**config.mk**
```make
export PLATFORM = sky130hd
export DESIGN_NAME = uvc_payload_frame_assembler_flat
export DESIGN_NICKNAME = d
export VERILOG_FILES = /design/src/sv/uvcpfa_pkg.sv /design/src/sv/uvcpfa_in_if.sv /design/src/sv/uvcpfa_out_if.sv /design/src/sv/uvcpfa_front.sv /design/src/sv/uvcpfa_queue.sv /design/src/sv/uvcpfa_back.sv /design/src/sv/uvc_payload_frame_assembler.sv /design/src/flat_wrapper.sv
export SDC_FILE = /design/constraint.sdc
export NUM_CORES = 1
export LEC_CHECK = 0
export ABC_AREA = 1
export BUFFER_PORTS_ARGS = -buffer_cell sky130_fd_sc_hd__buf_4
export CORE_MARGIN = 3
export CORE_UTILIZATION = 51
export CTS_BUF_LIST = sky130_fd_sc_hd__clkbuf_4
export CTS_CLUSTER_SIZE = 14
export DETAILED_ROUTE_END_ITERATION = 6
export PLACE_DENSITY = 0.72
export SETUP_SLACK_MARGIN = 0.4
export SYNTH_ARGS = -nofsm -noshare
export SYNTH_HDL_FRONTEND = slang
export SYNTH_SLANG_ARGS = --single-unit
export TNS_END_PERCENT = 30
```
**constraint.sdc**
```tcl
create_clock -name clk -period 8.8 [get_ports clk]
set_input_delay 2.64 -clock clk [delete_from_list [all_inputs] [get_ports clk]]
set_output_delay 2.64 -clock clk [all_outputs]
set_load 0.005 [all_outputs]
```
**src/sv/uvcpfa_pkg.sv**
```systemverilog
package uvcpfa_pkg;

  // Field widths fixed by the packet and result formats
  localparam int HL_W    = 8;
  localparam int FLAGS_W = 8;
  localparam int LEN_W   = 13;
  localparam int FILL_W  = 21;
  localparam int CLEN_W  = 12;
  localparam int ERR_W   = 16;
  localparam int OBUF_W  = 2;

  // Required payload header length
  localparam logic [HL_W-1:0] HDR_LEN = 8'h0c;

  // Flag bit positions in the header flag byte
  localparam int FLAG_FID = 0;
  localparam int FLAG_EOF = 1;
  localparam int FLAG_ERR = 6;

  // Front-to-back queue depth
  localparam int QUEUE_DEPTH = 2;
  localparam int QPTR_W      = $clog2(QUEUE_DEPTH);
  localparam int QCNT_W      = $clog2(QUEUE_DEPTH + 1);

  // Packet class decided by the front end
  typedef enum logic [1:0] {
    CLS_BAD,       // header length byte is wrong
    CLS_SHORT,     // shorter than a header
    CLS_HDR_ONLY,  // header and no payload
    CLS_DATA       // header plus payload
  } cls_t;

  // Classified packet handed from front to back
  typedef struct packed {
    cls_t             cls;
    logic             fid;
    logic             eof;
    logic             err;
    logic             qfull;
    logic [LEN_W-1:0] data_len;
  } item_t;

endpackage

```
**src/sv/uvcpfa_in_if.sv**
```systemverilog
interface uvcpfa_in_if;
  logic                          valid;
  logic                          ready;
  logic [uvcpfa_pkg::HL_W-1:0]    header_length_byte;
  logic [uvcpfa_pkg::FLAGS_W-1:0] header_flags;
  logic [uvcpfa_pkg::LEN_W-1:0]   packet_length;
  logic                          queue_full;

  modport source (
    output valid, header_length_byte, header_flags, packet_length, queue_full,
    input  ready
  );
  modport sink (
    input  valid, header_length_byte, header_flags, packet_length, queue_full,
    output ready
  );
endinterface

```
**src/sv/uvcpfa_out_if.sv**
```systemverilog
interface uvcpfa_out_if;
  logic                         valid;
  logic                         ready;
  logic                         bad_header;
  logic                         copy_valid;
  logic [uvcpfa_pkg::OBUF_W-1:0] copy_buffer;
  logic [uvcpfa_pkg::FILL_W-1:0] copy_offset;
  logic [uvcpfa_pkg::CLEN_W-1:0] copy_length;
  logic                         frame_done;
  logic [uvcpfa_pkg::OBUF_W-1:0] done_buffer;
  logic [uvcpfa_pkg::FILL_W-1:0] frame_bytes;
  logic [uvcpfa_pkg::ERR_W-1:0]  frame_errors;
  logic                         overflow;
  logic                         dropping;

  modport source (
    output valid, bad_header, copy_valid, copy_buffer, copy_offset, copy_length,
           frame_done, done_buffer, frame_bytes, frame_errors, overflow, dropping,
    input  ready
  );
  modport sink (
    input  valid, bad_header, copy_valid, copy_buffer, copy_offset, copy_length,
           frame_done, done_buffer, frame_bytes, frame_errors, overflow, dropping,
    output ready
  );
endinterface

```
**src/sv/uvcpfa_front.sv**
```systemverilog
module uvcpfa_front #(
  parameter int PACKET_BYTES_MAX = 4096
) (
  uvcpfa_in_if.sink           in_ch,
  input  logic                q_ready,
  output logic                q_push,
  output uvcpfa_pkg::item_t   q_item
);

  localparam logic [16:0] PKT_MAX = 17'(PACKET_BYTES_MAX);

  logic [uvcpfa_pkg::LEN_W-1:0] len_c;

  // Clamp over-long packets to the packet size limit
  always_comb begin
    if ({4'b0, in_ch.packet_length} > PKT_MAX) begin
      len_c = PKT_MAX[uvcpfa_pkg::LEN_W-1:0];
    end else begin
      len_c = in_ch.packet_length;
    end
  end

  // Classify the beat and pick out its flags
  always_comb begin
    q_item.fid      = in_ch.header_flags[uvcpfa_pkg::FLAG_FID];
    q_item.eof      = in_ch.header_flags[uvcpfa_pkg::FLAG_EOF];
    q_item.err      = in_ch.header_flags[uvcpfa_pkg::FLAG_ERR];
    q_item.qfull    = in_ch.queue_full;
    q_item.data_len = len_c - uvcpfa_pkg::LEN_W'(uvcpfa_pkg::HDR_LEN);
    if (in_ch.header_length_byte != uvcpfa_pkg::HDR_LEN) begin
      q_item.cls = uvcpfa_pkg::CLS_BAD;
    end else if (len_c < uvcpfa_pkg::LEN_W'(uvcpfa_pkg::HDR_LEN)) begin
      q_item.cls = uvcpfa_pkg::CLS_SHORT;
    end else if (len_c == uvcpfa_pkg::LEN_W'(uvcpfa_pkg::HDR_LEN)) begin
      q_item.cls = uvcpfa_pkg::CLS_HDR_ONLY;
    end else begin
      q_item.cls = uvcpfa_pkg::CLS_DATA;
    end
  end

  assign in_ch.ready = q_ready;
  assign q_push      = in_ch.valid & q_ready;

endmodule

```
**src/sv/uvcpfa_queue.sv**
```systemverilog
module uvcpfa_queue (
  input  logic                clk,
  input  logic                rst_n,
  input  logic                push,
  input  uvcpfa_pkg::item_t   push_item,
  output logic                push_ready,
  input  logic                pop,
  output logic                head_valid,
  output uvcpfa_pkg::item_t   head_item
);

  uvcpfa_pkg::item_t                 mem_r [uvcpfa_pkg::QUEUE_DEPTH];
  logic [uvcpfa_pkg::QPTR_W-1:0]     wr_ptr_r, wr_ptr_nxt;
  logic [uvcpfa_pkg::QPTR_W-1:0]     rd_ptr_r, rd_ptr_nxt;
  logic [uvcpfa_pkg::QCNT_W-1:0]     count_r, count_nxt;

  localparam logic [uvcpfa_pkg::QPTR_W-1:0] LAST = uvcpfa_pkg::QPTR_W'(uvcpfa_pkg::QUEUE_DEPTH - 1);
  localparam logic [uvcpfa_pkg::QCNT_W-1:0] FULL = uvcpfa_pkg::QCNT_W'(uvcpfa_pkg::QUEUE_DEPTH);

  assign push_ready = (count_r != FULL);
  assign head_valid = (count_r != '0);
  assign head_item  = mem_r[rd_ptr_r];

  // Pointer and count update
  always_comb begin
    wr_ptr_nxt = wr_ptr_r;
    rd_ptr_nxt = rd_ptr_r;
    count_nxt  = count_r;
    if (push) begin
      wr_ptr_nxt = (wr_ptr_r == LAST) ? '0 : wr_ptr_r + 1'b1;
    end
    if (pop) begin
      rd_ptr_nxt = (rd_ptr_r == LAST) ? '0 : rd_ptr_r + 1'b1;
    end
    if (push && !pop) begin
      count_nxt = count_r + 1'b1;
    end else if (!push && pop) begin
      count_nxt = count_r - 1'b1;
    end
  end

  always_ff @(posedge clk) begin
    if (!rst_n) begin
      wr_ptr_r <= '0;
      rd_ptr_r <= '0;
      count_r  <= '0;
    end else begin
      wr_ptr_r <= wr_ptr_nxt;
      rd_ptr_r <= rd_ptr_nxt;
      count_r  <= count_nxt;
    end
  end

  // Entry storage
  always_ff @(posedge clk) begin
    if (push) begin
      mem_r[wr_ptr_r] <= push_item;
    end
  end

endmodule

```
**src/sv/uvcpfa_back.sv**
```systemverilog
module uvcpfa_back #(
  parameter int NUM_BUFFERS     = 4,
  parameter int FRAME_BYTES_MAX = 1048576
) (
  input  logic                              clk,
  input  logic                              rst_n,
  input  logic                              cfg_we,
  input  logic [uvcpfa_pkg::FILL_W-1:0]     cfg_wdata,
  input  logic                              head_valid,
  input  uvcpfa_pkg::item_t                 head_item,
  output logic                              pop,
  uvcpfa_out_if.source                      out_ch
);

  localparam int BUF_W = $clog2(NUM_BUFFERS);
  localparam logic [BUF_W-1:0]  BUF_LAST = BUF_W'(NUM_BUFFERS - 1);
  localparam logic [24:0]       FRM_MAX  = 25'(FRAME_BYTES_MAX);
  localparam int FW = uvcpfa_pkg::FILL_W;
  localparam int EW = uvcpfa_pkg::ERR_W;
  localparam int LW = uvcpfa_pkg::LEN_W;

  // Configuration and frame tracking state
  logic [FW-1:0]    limit_cfg_r;
  logic             prev_fid_r, prev_fid_nxt;
  logic             prev_end_r, prev_end_nxt;
  logic             discard_r, discard_nxt;
  logic             await_r, await_nxt;
  logic [BUF_W-1:0] buf_r, buf_nxt;
  logic [FW-1:0]    fill_r, fill_nxt;
  logic [EW-1:0]    err_cnt_r, err_cnt_nxt;

  // Result register
  logic             out_valid_r;
  logic             bad_r, bad_nxt;
  logic             copy_r, copy_nxt;
  logic [FW-1:0]    copy_off_r, copy_off_nxt;
  logic [uvcpfa_pkg::CLEN_W-1:0] copy_len_r, copy_len_nxt;
  logic             done_r, done_nxt;
  logic [uvcpfa_pkg::OBUF_W-1:0] done_buf_r, done_buf_nxt;
  logic [uvcpfa_pkg::OBUF_W-1:0] copy_buf_r, copy_buf_nxt;
  logic [FW-1:0]    frm_bytes_r, frm_bytes_nxt;
  logic [EW-1:0]    frm_err_r, frm_err_nxt;
  logic             ovf_r, ovf_nxt;

  logic [FW-1:0]    limit;
  logic [FW:0]      sum;
  logic             ovf;
  logic [FW-1:0]    fill_new;
  logic             go;

  assign pop = head_valid & (~out_valid_r | out_ch.ready);

  // Effective frame limit and fill check
  assign limit    = ({4'b0, limit_cfg_r} > FRM_MAX) ? FRM_MAX[FW-1:0] : limit_cfg_r;
  assign sum      = {1'b0, fill_r} + {{(FW + 1 - LW){1'b0}}, head_item.data_len};
  assign ovf      = sum > {1'b0, limit};
  assign fill_new = ovf ? fill_r : sum[FW-1:0];

  // Per-packet frame decision
  always_comb begin
    prev_fid_nxt  = prev_fid_r;
    prev_end_nxt  = prev_end_r;
    discard_nxt   = discard_r;
    await_nxt     = await_r;
    buf_nxt       = buf_r;
    fill_nxt      = fill_r;
    err_cnt_nxt   = err_cnt_r;
    bad_nxt       = 1'b0;
    copy_nxt      = 1'b0;
    copy_buf_nxt  = '0;
    copy_off_nxt  = '0;
    copy_len_nxt  = '0;
    done_nxt      = 1'b0;
    done_buf_nxt  = '0;
    frm_bytes_nxt = '0;
    frm_err_nxt   = '0;
    ovf_nxt       = 1'b0;
    go            = 1'b0;

    case (head_item.cls)
      uvcpfa_pkg::CLS_BAD: begin
        bad_nxt = 1'b1;
      end
      uvcpfa_pkg::CLS_SHORT: begin
        go = 1'b0;
      end
      uvcpfa_pkg::CLS_HDR_ONLY, uvcpfa_pkg::CLS_DATA: begin
        go = 1'b1;
        // header-only packets: seed frame ID, skip if no EOF, else close a discard or end the frame
        if (head_item.cls == uvcpfa_pkg::CLS_HDR_ONLY) begin
          if (await_r) begin
            await_nxt    = 1'b0;
            prev_fid_nxt = ~head_item.fid;
          end
          if (!head_item.eof) begin
            go = 1'b0;
          end else if (discard_r) begin
            prev_fid_nxt = head_item.fid;
            discard_nxt  = 1'b0;
            go           = 1'b0;
          end
        end

        if (go) begin
          if (head_item.err && (err_cnt_r != {EW{1'b1}})) begin
            err_cnt_nxt = err_cnt_r + 1'b1;
          end
          // new frame start: drop it when no buffer, or keep discarding
          if ((head_item.fid != prev_fid_nxt) && prev_end_r) begin
            if (head_item.qfull) begin
              discard_nxt = 1'b1;
              go          = 1'b0;
            end else if (discard_r) begin
              go = 1'b0;
            end
            if (!go && head_item.eof) begin
              prev_fid_nxt = head_item.fid;
              discard_nxt  = 1'b0;
            end
          end
        end

        if (go) begin
          prev_fid_nxt = head_item.fid;
          // payload slice placement
          if (ovf) begin
            ovf_nxt = 1'b1;
          end else if (head_item.data_len != '0) begin
            copy_nxt     = 1'b1;
            copy_buf_nxt = uvcpfa_pkg::OBUF_W'(buf_r);
            copy_off_nxt = fill_r;
            copy_len_nxt = head_item.data_len[uvcpfa_pkg::CLEN_W-1:0];
          end
          fill_nxt = fill_new;
          // end of frame: report and rotate buffer
          if (head_item.eof) begin
            prev_end_nxt  = 1'b1;
            done_nxt      = 1'b1;
            done_buf_nxt  = uvcpfa_pkg::OBUF_W'(buf_r);
            frm_bytes_nxt = fill_new;
            frm_err_nxt   = err_cnt_nxt;
            err_cnt_nxt   = '0;
            fill_nxt      = '0;
            buf_nxt       = (buf_r == BUF_LAST) ? '0 : buf_r + 1'b1;
          end else begin
            prev_end_nxt = 1'b0;
          end
        end
      end
      default: begin
        go = 1'b0;
      end
    endcase
  end

  // Control state and output valid
  always_ff @(posedge clk) begin
    if (!rst_n) begin
      limit_cfg_r <= FW'(1048576);
      prev_fid_r  <= 1'b0;
      prev_end_r  <= 1'b1;
      discard_r   <= 1'b0;
      await_r     <= 1'b1;
      buf_r       <= '0;
      fill_r      <= '0;
      err_cnt_r   <= '0;
      out_valid_r <= 1'b0;
    end else begin
      if (cfg_we) begin
        limit_cfg_r <= cfg_wdata;
      end
      if (pop) begin
        prev_fid_r <= prev_fid_nxt;
        prev_end_r <= prev_end_nxt;
        discard_r  <= discard_nxt;
        await_r    <= await_nxt;
        buf_r      <= buf_nxt;
        fill_r     <= fill_nxt;
        err_cnt_r  <= err_cnt_nxt;
      end
      if (pop) begin
        out_valid_r <= 1'b1;
      end else if (out_ch.ready) begin
        out_valid_r <= 1'b0;
      end
    end
  end

  // Result payload
  always_ff @(posedge clk) begin
    if (pop) begin
      bad_r       <= bad_nxt;
      copy_r      <= copy_nxt;
      copy_buf_r  <= copy_buf_nxt;
      copy_off_r  <= copy_off_nxt;
      copy_len_r  <= copy_len_nxt;
      done_r      <= done_nxt;
      done_buf_r  <= done_buf_nxt;
      frm_bytes_r <= frm_bytes_nxt;
      frm_err_r   <= frm_err_nxt;
      ovf_r       <= ovf_nxt;
    end
  end

  assign out_ch.valid        = out_valid_r;
  assign out_ch.bad_header   = bad_r;
  assign out_ch.copy_valid   = copy_r;
  assign out_ch.copy_buffer  = copy_buf_r;
  assign out_ch.copy_offset  = copy_off_r;
  assign out_ch.copy_length  = copy_len_r;
  assign out_ch.frame_done   = done_r;
  assign out_ch.done_buffer  = done_buf_r;
  assign out_ch.frame_bytes  = frm_bytes_r;
  assign out_ch.frame_errors = frm_err_r;
  assign out_ch.overflow     = ovf_r;
  assign out_ch.dropping     = discard_r;

endmodule

```
**src/sv/uvc_payload_frame_assembler.sv**
```systemverilog
// Video payload header deframer. Each input beat describes one isochronous
// packet (header length byte, header flags, packet length, queue-full flag)
// and produces exactly one result beat, which may hold a copy instruction
// (buffer, offset, length) for the payload after the 12-byte header, an
// end-of-frame report (buffer, byte count, saturating error-packet count),
// a reject/overflow indication, or none of them, plus the current discard
// status. A new packet is accepted every cycle while results are taken; the
// front end classifies it combinationally into a two-entry queue, and the
// back end pops the queue head, updates the frame state and loads the result
// register, so a packet passes the queue entry and then the result register
// before its result beat can be taken. When the result side stalls, the
// queue fills and input ready drops until a result is taken. The fill-count
// add and limit compare in the back end are combinational and set that rate.
// frame_limit (cfg_wdata) resets to 1048576 and is capped at
// FRAME_BYTES_MAX; write it only while no packet is in flight.
module uvc_payload_frame_assembler #(
  parameter int NUM_BUFFERS      = 4,
  parameter int FRAME_BYTES_MAX  = 1048576,
  parameter int PACKET_BYTES_MAX = 4096
) (
  input  logic                          clk,
  input  logic                          rst_n,
  input  logic                          cfg_we,
  input  logic [uvcpfa_pkg::FILL_W-1:0] cfg_wdata,
  uvcpfa_in_if.sink                     in_ch,
  uvcpfa_out_if.source                  out_ch
);

  logic              q_push;
  logic              q_ready;
  logic              q_pop;
  logic              q_head_valid;
  uvcpfa_pkg::item_t q_item;
  uvcpfa_pkg::item_t q_head;

  uvcpfa_front #(
    .PACKET_BYTES_MAX (PACKET_BYTES_MAX)
  ) u_front (
    .in_ch   (in_ch),
    .q_ready (q_ready),
    .q_push  (q_push),
    .q_item  (q_item)
  );

  uvcpfa_queue u_queue (
    .clk        (clk),
    .rst_n      (rst_n),
    .push       (q_push),
    .push_item  (q_item),
    .push_ready (q_ready),
    .pop        (q_pop),
    .head_valid (q_head_valid),
    .head_item  (q_head)
  );

  uvcpfa_back #(
    .NUM_BUFFERS     (NUM_BUFFERS),
    .FRAME_BYTES_MAX (FRAME_BYTES_MAX)
  ) u_back (
    .clk        (clk),
    .rst_n      (rst_n),
    .cfg_we     (cfg_we),
    .cfg_wdata  (cfg_wdata),
    .head_valid (q_head_valid),
    .head_item  (q_head),
    .pop        (q_pop),
    .out_ch     (out_ch)
  );

`ifndef SYNTHESIS
  // a slice is never both stored and flagged as overflowing
  a_copy_vs_ovf: assert property (@(posedge clk) disable iff (!rst_n)
    out_ch.valid |-> !(out_ch.copy_valid && out_ch.overflow))
    else $error("copy and overflow in one beat");

  // a rejected header leaves no other action
  a_bad_alone: assert property (@(posedge clk) disable iff (!rst_n)
    (out_ch.valid && out_ch.bad_header) |->
      !(out_ch.copy_valid || out_ch.frame_done || out_ch.overflow))
    else $error("bad header beat carries an action");

  // queue only pops a valid head, and a pop always loads the result register
  a_pop_loads: assert property (@(posedge clk) disable iff (!rst_n)
    q_pop |=> out_ch.valid)
    else $error("popped packet produced no result");
`endif

endmodule
```
**src/flat_wrapper.sv**
```systemverilog
// flat-port wrapper written by rule: the top's interface ports become plain ports
module uvc_payload_frame_assembler_flat 
#(
  parameter int NUM_BUFFERS      = 4,
  parameter int FRAME_BYTES_MAX  = 1048576,
  parameter int PACKET_BYTES_MAX = 4096
)
  (clk, rst_n, cfg_we, cfg_wdata, in_ch_valid, in_ch_header_length_byte, in_ch_header_flags, in_ch_packet_length, in_ch_queue_full, in_ch_ready, out_ch_valid, out_ch_bad_header, out_ch_copy_valid, out_ch_copy_buffer, out_ch_copy_offset, out_ch_copy_length, out_ch_frame_done, out_ch_done_buffer, out_ch_frame_bytes, out_ch_frame_errors, out_ch_overflow, out_ch_dropping, out_ch_ready);
  uvcpfa_in_if in_ch_i ();
  uvcpfa_out_if out_ch_i ();
  input  logic clk;
  input  logic rst_n;
  input  logic cfg_we;
  input  logic [uvcpfa_pkg::FILL_W-1:0] cfg_wdata;
  input wire logic [$bits(in_ch_i.valid)-1:0] in_ch_valid;
  input wire logic [$bits(in_ch_i.header_length_byte)-1:0] in_ch_header_length_byte;
  input wire logic [$bits(in_ch_i.header_flags)-1:0] in_ch_header_flags;
  input wire logic [$bits(in_ch_i.packet_length)-1:0] in_ch_packet_length;
  input wire logic [$bits(in_ch_i.queue_full)-1:0] in_ch_queue_full;
  output wire logic [$bits(in_ch_i.ready)-1:0] in_ch_ready;
  output wire logic [$bits(out_ch_i.valid)-1:0] out_ch_valid;
  output wire logic [$bits(out_ch_i.bad_header)-1:0] out_ch_bad_header;
  output wire logic [$bits(out_ch_i.copy_valid)-1:0] out_ch_copy_valid;
  output wire logic [$bits(out_ch_i.copy_buffer)-1:0] out_ch_copy_buffer;
  output wire logic [$bits(out_ch_i.copy_offset)-1:0] out_ch_copy_offset;
  output wire logic [$bits(out_ch_i.copy_length)-1:0] out_ch_copy_length;
  output wire logic [$bits(out_ch_i.frame_done)-1:0] out_ch_frame_done;
  output wire logic [$bits(out_ch_i.done_buffer)-1:0] out_ch_done_buffer;
  output wire logic [$bits(out_ch_i.frame_bytes)-1:0] out_ch_frame_bytes;
  output wire logic [$bits(out_ch_i.frame_errors)-1:0] out_ch_frame_errors;
  output wire logic [$bits(out_ch_i.overflow)-1:0] out_ch_overflow;
  output wire logic [$bits(out_ch_i.dropping)-1:0] out_ch_dropping;
  input wire logic [$bits(out_ch_i.ready)-1:0] out_ch_ready;
  assign in_ch_i.valid = in_ch_valid;
  assign in_ch_i.header_length_byte = in_ch_header_length_byte;
  assign in_ch_i.header_flags = in_ch_header_flags;
  assign in_ch_i.packet_length = in_ch_packet_length;
  assign in_ch_i.queue_full = in_ch_queue_full;
  assign in_ch_ready = in_ch_i.ready;
  assign out_ch_valid = out_ch_i.valid;
  assign out_ch_bad_header = out_ch_i.bad_header;
  assign out_ch_copy_valid = out_ch_i.copy_valid;
  assign out_ch_copy_buffer = out_ch_i.copy_buffer;
  assign out_ch_copy_offset = out_ch_i.copy_offset;
  assign out_ch_copy_length = out_ch_i.copy_length;
  assign out_ch_frame_done = out_ch_i.frame_done;
  assign out_ch_done_buffer = out_ch_i.done_buffer;
  assign out_ch_frame_bytes = out_ch_i.frame_bytes;
  assign out_ch_frame_errors = out_ch_i.frame_errors;
  assign out_ch_overflow = out_ch_i.overflow;
  assign out_ch_dropping = out_ch_i.dropping;
  assign out_ch_i.ready = out_ch_ready;
  uvc_payload_frame_assembler #(.NUM_BUFFERS(NUM_BUFFERS), .FRAME_BYTES_MAX(FRAME_BYTES_MAX), .PACKET_BYTES_MAX(PACKET_BYTES_MAX)) u_core (.clk(clk), .rst_n(rst_n), .cfg_we(cfg_we), .cfg_wdata(cfg_wdata), .in_ch(in_ch_i), .out_ch(out_ch_i));
endmodule
```
==> metrics.txt, run 1 <==
status finished with violations; violated checks design-rule violations; die area 0.0207 mm²; share of post-route cells with drive strength above 1 0.168; post-cts repair resize count 0; Ys Warns 0; Worst-Skew Late Latency 0.59 ns; Slew @ Worst Pin 1.10 ns; Int Power 1970 µW; cell taking the most area after synthesis edfxtp_1; TritonCTS Sinks 186; Leak 0.00470 µW; syn_area_per_cell 8.46 µm²; first-pass GRT wire length 37.0 mm; #FFs+latches synth 186; maximum vdd drop 176 µV; Synth area leaders edfxtp_1, dfxtp_1, nand2_1; WS Path Type reg -> reg; DP Area 0.0108 mm²; gr ovfl total 0; unrepaired setup endpoints after global routing false; DRC viols 4; Final setup viols 0; ys async rst share 0; Post-Syn Nets 1,243; DR vias/cell 5.29; hold crit path type reg -> reg; post-synth cell types 48; Comb pwr share 0.449; Rel. slew slack 0.267; routability cong. 0.922; crit path DAT 6.54 ns; hold buffers post-CTS 0; drt pass-1 iters 7; fmax 163 MHz; initial antenna violation count 1; Startpoint Class flip-flop; maxcap violations 0; H-Tree Depth 4; gr usage total 0.226; Worst Skew 0.0167 ns; sequential power share 0.401; IO Count 137; DR WL/cell 15.1 µm; pin count of the biggest net entering global routing 47; IO Port Bufs 131; Final ANT Viol Nets 0; vias in the first global route 7,624; period utilisation layout 0.696; most common cell in the netlist nand2_1; CTS Buffer Depth 2; Yosys top cell area share 0.359; CTS tree yes; routed wire length 22.8 mm; Critical Path RT 9.21 ns; Post-DP HPWL 16.3 mm; Placeable Area 0.0183 mm²; Commonest cells post-synth nand2_1, nor2_1, inv_1; Sw Pwr 1420 µW; adder-cell share of the synthesized area 0.0510; Final min period 6.12 ns; CTS buffer count 17; Post-Synth Simple-Gate Area 0.256; die width 144 µm; Starting Density 0.530; Compound-Gate Fraction of Synth Area 0.0804; Slew Viols, Final 0; main combinational cell family by area after synthesis simple AND/OR/NAND/NOR gates; xor and xnor fraction of the mapped netlist area 0.0316; Die H 144 µm; via count 8,003; synthesized cell area 0.00971 mm²; sequential fraction of the synthesis area 0.503; mux cell area share after synthesis 0.00103; Top FF cell, synth edfxtp_1; Pwr per Cell Area 303 mW/mm²; Setup crit end kind flip-flop; Syn Inst Count 1,148; nets@finish 1,364; CP max FO 36; filler cell count in the final layout 1,641; root buffer cell clkbuf_4; clk slew on worst S/H paths 0.16 ns; final count of hold timing violations 0; overall power 3390 µW; number of flops mapped to enable cells by yosys 116; area growth from synthesis to layout 14.9%; Hold Slack 0.476 ns; Setup TNS 0 ns; final instance area 0.0112 mm²; row cnt 49; initial DRC count 496; Clk pwr share 0.150; switching share of total power 0.418; postcts setup bufs 0
-- power by group through the flow --
| stage | sequential, µW | clock [µW] | combinational, µW |
|---|---|---|---|
| floorplan | 1400 | 0 | 984 |
| global placement | 1370 | 0 | 1490 |
| detailed placement | 1380 | 0 | 1520 |
| CTS | 1360 | 517 | 1530 |
| global route | 1380 | 548 | 1720 |
| finish | 1360 | 507 | 1520 |
-- critical path, cell delays in order, from the launching register on --
cell and delay, ns:
dfxtp_1 0.86, inv_2 0.29, or2_2 0.34, o21ai_0 0.16, inv_1 0.11, ha_1 0.36, nand2_1 0.06, o21ai_0 0.35
and3_1 0.22, nor2_1 0.07, o21ai_1 0.42, nand2_1 0.09, nand2_1 0.08, nand2_1 0.08, ha_1 0.30, nand2_1 0.12
nor2_1 0.06, a211oi_1 0.20, nor2_1 0.08, nor2_1 0.09, nand3_1 0.11, nand2_2 0.45, nand4_4 0.66, nor2_1 0.35
-- kinds of logic after synthesis --
| group | after synthesis |
|---|---|
| AOI/OAI and AO/OA | 146 |
| xor gates and xnor gates | 35 |
| adders and majority gates | 39 |
| buffers and inverters | 181 |
| DFF | 186 |
| muxes | 1 |
| and+or+nand+nor | 560 |
-- area by class of cell --
class | count | area [µm²] | share of cell area
sequential | 186 | 4880 | 0.438
antenna | 1 | 2.50 | 0.000224
multi-input combinational | 781 | 4090 | 0.366
timing repair buffer | 138 | 1040 | 0.0929
tap | 229 | 287 | 0.0257
clock inverter | 15 | 185 | 0.0166
clock buffer | 17 | 128 | 0.0114
inverter | 145 | 547 | 0.0490
-- registers in the layout (all words and copies together) (netlist names), 2 cells and up, named ones only --
name / flops
u_core.u_back.limit_cfg_r: 21
u_core.u_back.out_ch.frame_bytes: 21
u_core.u_back.fill_r: 21
u_core.u_back.buf_r: 2
u_core.u_queue.mem_r: 38
u_core.u_back.out_ch.frame_errors: 16
u_core.u_back.out_ch.done_buffer: 2
u_core.u_back.err_cnt_r: 16
u_core.u_back.out_ch.copy_length: 12
u_core.u_back.out_ch.copy_offset: 21
u_core.u_back.out_ch.copy_buffer: 2
u_core.u_queue.count_r: 2
-- through the flow --
step	worst slack, ns	util	instances
finish	2.68	0.609	1512
floorplan	0.605	-	1148
CTS	2.70	0.608	1511
detailed placement	2.75	0.591	1479
global route	2.08	0.609	1512
global placement	2.88	0.591	1479
-- worst paths after layout --
check / end / slack (ns) / cells after the start / start
setup reg to reg: u_core.u_back.out_ch.copy_offset[19]$_SDFFCE_PP0P_ / 2.68 / 23 / flip-flop
hold / removal: flip-flop / 0.48 / 1 / u_core.u_queue.rd_ptr_r$_SDFFE_PN0P_
setup / recovery: u_core.u_back.out_ch.copy_offset[19]$_SDFFCE_PP0P_ / 2.68 / 23 / flip-flop
hold reg to reg: flip-flop / 0.48 / 1 / u_core.u_queue.rd_ptr_r$_SDFFE_PN0P_
-- placed cells by master (no fill, tap or decap), types with 4 or more instances in the layout --
cell      synthesis  layout
a21oi_1          63      62
a22oi_1           4       4
buf_4             3     138
clkbuf_4          0      17
dfxtp_1          70      70
edfxtp_1        116     116
ha_1             38      38
inv_1           140     140
inv_2             4       4
inv_8             0       4
nand2_1         233     233
nand2_2           5       5
nand3_1          77      77
nand4_1           9       9
nor2_1          172     172
nor2_4           11      11
nor3_1            6       6
nor4_1           16      16
o21a_1            4       4
o21ai_0          62      62
or2_2            13      13
xnor2_1           7       7
xor2_1           28      28
-- metal layers --
layer  global-route usage  share of wire  routed length, µm  up-vias
li1                     -              -                  -     4017
met1                0.312           0.45              10300     3692
met2                0.366           0.46              10500      268
met3               0.0519          0.074               1690       26
met4               0.0540          0.014                330        0
met5                    0              0                  0        -
No activity file was read; power rests on OpenSTA's default activity.
==> run 2: changes to the inputs <==
Settings changed: ABC_AREA 1 to 0.
Clock period 8.8 ns to 5.7 ns, I/O delays scaled along.
==> metrics.txt, run 2 <==
main combinational cell family by area after synthesis simple AND/OR/NAND/NOR gates; Slowest-stage cell, CP or4_4; share of post-route cells with drive strength above 1 0.216 (+0.0479); die area 0.0203 mm² (-2.2%); Post-DP HPWL 15.7 mm (-3.4%); DRC viols 0 (-4); hold path endpoint u_core.u_back.err_cnt_r[14]$_SDFFE_PN0P_; CTS Buffer Depth 2 (unchanged); die width 142 µm (-1.1%); switching share of total power 0.364 (-0.0548); sequential power share 0.447 (+0.046); hold wc startpoint u_core.u_back.err_cnt_r[14]$_SDFFE_PN0P_; final count of hold timing violations 0 (unchanged); via count 7,346 (-8.2%); DR vias/cell 5.68 (+7.3%); Compound-Gate Fraction of Synth Area 0.124 (+0.0434); Worst Skew 0.0251 ns (+0.00841 ns); CTS buffer count 17 (unchanged); Place WS -0.120 ns (-2.87 ns); Post-Synth Simple-Gate Area 0.191 (-0.0645); gr ovfl total 0 (unchanged); CTS tree yes; ys async rst share 0 (unchanged); routability cong. 0.914 (-0.87%); row cnt 49 (unchanged); most frequent cells in the layout buf_4, edfxtp_1, nor2_1; crit path cell chain mux2i_2 -> inv_1 -> ha_1 -> inv_1 -> fa_1 -> nor2b_1 -> o31a_1 -> or4_4 -> a21oi_4 -> nor3b_1 -> xor2_1 -> ha_1 -> nand4_1 -> nor4_4 -> a211oi_2 -> a221o_1 -> or2_4 -> nor4_4 -> buf_4 -> buf_4 -> and2_1; Starting Density 0.523 (-0.00669); synthesized cell area 0.00950 mm² (-2.3%); #FFs+latches synth 186 (unchanged); Commonest cells post-synth edfxtp_1, nor2_1, nand2_1; post-synth cell types 73 (+52%); Ys Warns 0 (unchanged); initial antenna violation count 1 (unchanged); Most flops, register u_core.u_queue.mem_r; hold crit path type reg -> reg; DR WL/cell 17.2 µm (+14%); Pwr per Cell Area 403 mW/mm² (+33%); Critical Path RT 6.15 ns (-3.06 ns); unrepaired setup endpoints after global routing false; Clk pwr share 0.161 (+0.011); xor and xnor fraction of the mapped netlist area 0.0351 (+0.00349); fmax 195 MHz (+19%); pin count of the biggest net entering global routing 80 (+70%); R2R depth 21 (-8.7%); max FFs per register 38 (unchanged); CP max FO 11 (-69%); mux cell area share after synthesis 0.0528 (+0.0518); Worst-Skew Late Latency 0.59 ns (about the same); Worst R2R End u_core.u_back.out_ch.copy_offset[14]$_SDFFCE_PP0P_; Critical Path Max Stage Delay 0.54 ns (-0.32 ns); Hold Path Cell Cnt 2 (+1); root buffer cell clkbuf_4; Synth area leaders edfxtp_1, dfxtp_1, ha_1; first-pass GRT wire length 35.0 mm (-5.5%); hold buffers post-CTS 0 (unchanged); WS Path Type reg -> reg; Placeable Area 0.0181 mm² (-1.0%); multi-input logic area 0.00441 mm² (+7.8%); Sw Pwr 1640 µW (+16%); Die H 142 µm (-1.1%); adder-cell share of the synthesized area 0.0522 (+0.00118); Final min period 5.13 ns (-0.986 ns); crit path DAT 5.59 ns (-0.95 ns); gr usage total 0.216 (-0.0101); Final ANT Viol Nets 0 (unchanged); Final setup viols 0 (unchanged); filler cell count in the final layout 1,508 (-8.1%); sequential fraction of the synthesis area 0.514 (+0.0116); status finished clean; Rel. slew slack 0.270 (+0.00280); number of flops mapped to enable cells by yosys 116 (unchanged); R2R Setup Slk 0.57 ns (-2.11 ns); FF/Latch Area 0.00489 mm² (about the same); routed wire length 22.2 mm (-2.5%); Setup TNS 0 ns (unchanged); Startpoint Class flip-flop; IO Count 137 (unchanged); IO Port Bufs 131 (unchanged); vias in the first global route 6,838 (-10%); area growth from synthesis to layout 17.8%; period utilisation layout 0.901 (+0.205); Syn Inst Count 915 (-20%); TritonCTS Sinks 186 (unchanged); Yosys top cell area share 0.367 (+0.00827); Top FF cell, synth edfxtp_1; Comb pwr share 0.391 (-0.058); most common cell in the netlist edfxtp_1; clk slew on worst S/H paths 0.16 ns (about the same); cell taking the most area after synthesis edfxtp_1; Leak 0.00445 µW (-5.3%); nets@finish 1,144 (-16%); Slew Viols, Final 0 (unchanged); Setup crit end kind flip-flop; Post-Syn Nets 1,010 (-19%); drt pass-1 iters 5 (-2); fin worst setup slack 0.565 ns (-2.11 ns); most common cell after layout, fill and taps aside buf_4; H-Tree Depth 4 (unchanged); initial DRC count 606 (+22%); syn_area_per_cell 10.4 µm² (+23%); maxcap violations 0 (unchanged); Int Power 2870 µW (+46%); maximum vdd drop 240 µV (+36%); Slew @ Worst Pin 1.09 ns (-0.00957 ns)
run 2: what timing repair did:
| item | 4_1_cts | 5_1_grt |
|---|---|---|
| hold endpoints to repair | 0 | 0 |
| pin swaps | 0 | 4 |
| setup buffers | 0 | 4 |
| cloned | 0 | 1 |
| endpoints found under the setup margin | 59 | 77 |
| resized for setup | 6 | 18 |
run 2: worst max-delay path, delay by kind of cell, from the launching register on:
family / cells / cell delay (ns)
fa+ha+maj: 3 / 0.76
buf+inv: 4 / 0.55
flops: 1 / 0.43
simple gates: 8 / 1.85
mux: 1 / 0.29
xor+xnor: 1 / 0.17
compound gates: 4 / 0.94
run 2: cell families after synthesis:
logic type      Yosys count
simple gates            356
compound gates          179
flops                   186
fa+ha+maj                39
xor+xnor                 38
buf+inv                  68
mux                      49
run 2: worst max path at each step:
stage                                                          to  slack (ns)  cells after the start  startpoint
3_5_place_dp                 u_core.u_back.fill_r[1]$_SDFFE_PN0P_       -0.12                     18   flip-flop
2_1_floorplan  u_core.u_back.out_ch.frame_bytes[19]$_SDFFCE_PN0P_        0.42                     24   flip-flop
3_3_place_gp                 u_core.u_back.fill_r[6]$_SDFFE_PN0P_        0.06                     18   flip-flop
6_report       u_core.u_back.out_ch.copy_offset[14]$_SDFFCE_PP0P_        0.57                     21   flip-flop
4_1_cts        u_core.u_back.out_ch.frame_bytes[15]$_SDFFCE_PN0P_        0.44                     20   flip-flop
5_1_grt        u_core.u_back.out_ch.copy_offset[14]$_SDFFCE_PP0P_        0.39                     21   flip-flop
run 2: final cells by class:
cell class	instances	share of cell area
repair buffers	155	0.108
well taps	229	0.0256
clock inverters	15	0.0141
inverters	28	0.00951
diodes	3	0.000671
multi-input cells	661	0.394
clock buffers	17	0.0114
flip-flops and latches	186	0.437
run 2: metrics by stage:
step	total power (µW)	hold slack, ns	utilization	area, µm²	instances
floorplan	2980	0.457	-	9500	915
global placement	3710	0.469	0.592	10700	1254
detailed placement	3740	0.483	0.592	10700	1254
CTS	4470	0.503	0.609	11000	1286
global route	4790	0.530	0.616	11200	1294
finish	4510	0.500	0.616	11200	1294
run 2: layer usage:
layer	GRT usage	vias up	wire length, µm
met5	0	-	0
met4	0.0450	0	237
met3	0.0413	21	1230
met2	0.353	222	10600
met1	0.303	3486	10200
li1	-	3617	-
run 2: power groups by stage:
stage | combinational, µW | clock (µW) | sequential (µW)
6_report | 1760 | 727 | 2010
5_1_grt | 1940 | 794 | 2050
4_1_cts | 1720 | 738 | 2020
3_5_place_dp | 1700 | 0 | 2040
3_3_place_gp | 1670 | 0 | 2040
2_1_floorplan | 937 | 0 | 2050
==> run 3: changes to the inputs <==
Settings changed: CORE_ASPECT_RATIO set to 1.25, MAX_ROUTING_LAYER set to met4.
==> metrics.txt, run 3 (same netlist as run 2, synthesis figures left out) <==
via count 7,280 (-0.90%); unrepaired setup endpoints after global routing true; crit path DAT 5.51 ns (-0.08 ns); die area 0.0203 mm² (about the same); Slew Viols, Final 0 (unchanged); Setup crit end kind flip-flop; most frequent cells in the layout buf_4, edfxtp_1, nor2_1; root buffer cell clkbuf_4; Setup TNS 0 ns (unchanged); Pwr per Cell Area 398 mW/mm² (-1.3%); Worst R2R End u_core.u_back.out_ch.copy_buffer[0]$_SDFFCE_PP0P_; Comb pwr share 0.394 (+0.003); final core utilization 0.618 (+0.00111); Int Power 2910 µW (+1.5%); DR vias/cell 5.60 (-1.3%); R2R depth 23 (+9.5%); CTS Buffer Depth 2 (unchanged); vias in the first global route 6,919 (+1.2%); WS Path Type reg -> reg; TritonCTS Sinks 186 (unchanged); share of post-route cells with drive strength above 1 0.216 (+0.000257); CTS buffer count 17 (unchanged); Hold Path Cell Cnt 2 (unchanged); initial antenna violation count 1 (unchanged); routed wire length 21.3 mm (-4.0%); R2R Setup Slk 0.63 ns (+0.07 ns); area growth from synthesis to layout 18.2%; IO Port Bufs 131 (unchanged); Placeable Area 0.0182 mm² (+0.11%); row cnt 55 (+12%); max FFs per register 38 (unchanged); Worst Skew 0.0186 ns (-0.00656 ns); DR WL/cell 16.4 µm (-4.4%); Die H 159 µm (+11%); Final ANT Viol Nets 0 (unchanged); final count of hold timing violations 0 (unchanged); DRC viols 0 (unchanged); CP max FO 18 (+7); status finished clean; most common cell after layout, fill and taps aside buf_4; Final min period 5.07 ns (-0.0660 ns); Slew @ Worst Pin 1.06 ns (-0.0303 ns); hold wc startpoint u_core.u_back.err_cnt_r[14]$_SDFFE_PN0P_; routability cong. 0.918 (+0.36%); IO Count 137 (unchanged); Starting Density 0.523 (-0.000577); CTS tree yes; clk slew on worst S/H paths 0.14 ns (-0.02 ns); first-pass GRT wire length 34.1 mm (-2.6%); Worst-Skew Late Latency 0.57 ns (-0.02 ns); period utilisation layout 0.889 (-0.0116); gr ovfl total 0 (unchanged); Final setup viols 0 (unchanged); gr usage total 0.216 (about the same); hold path endpoint u_core.u_back.err_cnt_r[14]$_SDFFE_PN0P_; Leak 0.00451 µW (+1.4%); filler cell count in the final layout 1,561 (+3.5%); Post-DP HPWL 15.7 mm (about the same); die width 128 µm (-10%); H-Tree Depth 4 (unchanged); Startpoint Class flip-flop; hold crit path type reg -> reg; drt pass-1 iters 6 (+1); maxcap violations 0 (unchanged); Sw Pwr 1550 µW (-5.4%); Clk pwr share 0.160 (about the same); switching share of total power 0.347 (-0.0161); nets@finish 1,152 (+0.70%); Most flops, register u_core.u_queue.mem_r; maximum vdd drop 236 µV (-1.8%); pin count of the biggest net entering global routing 47 (-41%); Critical Path RT 6.14 ns (about the same); Rel. slew slack 0.290 (+0.0203); initial DRC count 583 (-3.8%); fmax 197 MHz (+1.3%); sequential power share 0.446 (about the same)
## run 3: cell count changes in the layout (fill, tap and decap cells not counted), moves of 2 or more
| cell | change |
|---|---|
| diode_2 | -2 |
| inv_6 | -3 |
| inv_8 | -3 |
| buf_4 | +7 |
| clkinvlp_4 | +3 |
| clkinv_4 | -4 |
| clkbuf_4 | +4 |
## run 3: timing repair
action | CTS | global route
cloned | 0 | 1
hold buffers | 0 | 0
resized for setup | 4 | 12
setup buffers | 0 | 8
setup endpoints to repair | 66 | 79
pin swaps | 0 | 7
## run 3: power groups by stage
| stage | clock network, µW | registers, µW | logic, µW |
|---|---|---|---|
| 6_report | 713 | 1990 | 1760 |
| 5_1_grt | 786 | 2030 | 1930 |
| 4_1_cts | 736 | 2000 | 1690 |
| 3_5_place_dp | 0 | 2030 | 1690 |
| 3_3_place_gp | 0 | 2020 | 1660 |
| 2_1_floorplan | 0 | 2050 | 937 |
## run 3: layout make-up
type | count | area, µm² | area share
Sequential cell | 186 | 4890 | 0.436
Multi-Input combinational cell | 661 | 4390 | 0.392
Timing Repair Buffer | 163 | 1260 | 0.113
Tap cell | 228 | 285 | 0.0254
Clock buffer | 21 | 158 | 0.0141
Clock inverter | 11 | 123 | 0.0109
Inverter | 28 | 105 | 0.00937
Antenna cell | 1 | 2.50 | 0.000223
## run 3: critical path, stage by stage, from the launching register on
cell and delay, ns:
dfxtp_4 0.42, mux2i_2 0.25, inv_1 0.09, ha_1 0.22
inv_1 0.09, fa_1 0.23, nor2b_1 0.07, o31a_1 0.26
or4_4 0.53, a21oi_2 0.21, buf_4 0.15, nor4b_4 0.05
xor2_1 0.15, ha_1 0.29, nand2_1 0.08, nor4_2 0.27
a211oi_1 0.14, a221o_1 0.29, or2_1 0.24, buf_4 0.16
nor4_4 0.23, buf_4 0.19, buf_12 0.15, and2_1 0.16
## run 3: per-layer routing
metal  vias up  global-route usage  part of all wire  routed length [µm]
met1      3413               0.280              0.45                9480
met2       218               0.346              0.48               10300
met5         -                   -                 0                   0
met4         0              0.0683             0.016                 333
li1       3623                   -                 -                   -
met3        26              0.0389             0.055                1180
## run 3: worst max path at each step
stage,cells past startpoint,to,from
2_1_floorplan,24,u_core.u_back.out_ch.frame_bytes[19]$_SDFFCE_PN0P_,flip-flop
3_3_place_gp,19,u_core.u_back.fill_r[2]$_SDFFE_PN0P_,flip-flop
3_5_place_dp,19,u_core.u_back.fill_r[2]$_SDFFE_PN0P_,flip-flop
4_1_cts,21,u_core.u_back.out_ch.copy_buffer[0]$_SDFFCE_PP0P_,flip-flop
5_1_grt,23,u_core.u_back.out_ch.copy_buffer[0]$_SDFFCE_PP0P_,flip-flop
6_report,23,u_core.u_back.out_ch.copy_buffer[0]$_SDFFCE_PP0P_,flip-flop
## run 3: metrics by stage
stage	setup slack [ns]	std cells	hold WS (ns)	power (µW)	area (µm²)
finish	0.631	1299	0.505	4460	11200
global route	0.356	1299	0.542	4750	11200
detailed placement	0.145	1257	0.481	3720	10800
CTS	0.409	1289	0.501	4430	11100
global placement	0.211	1257	0.474	3680	10800
floorplan	0.417	915	0.457	2980	9500
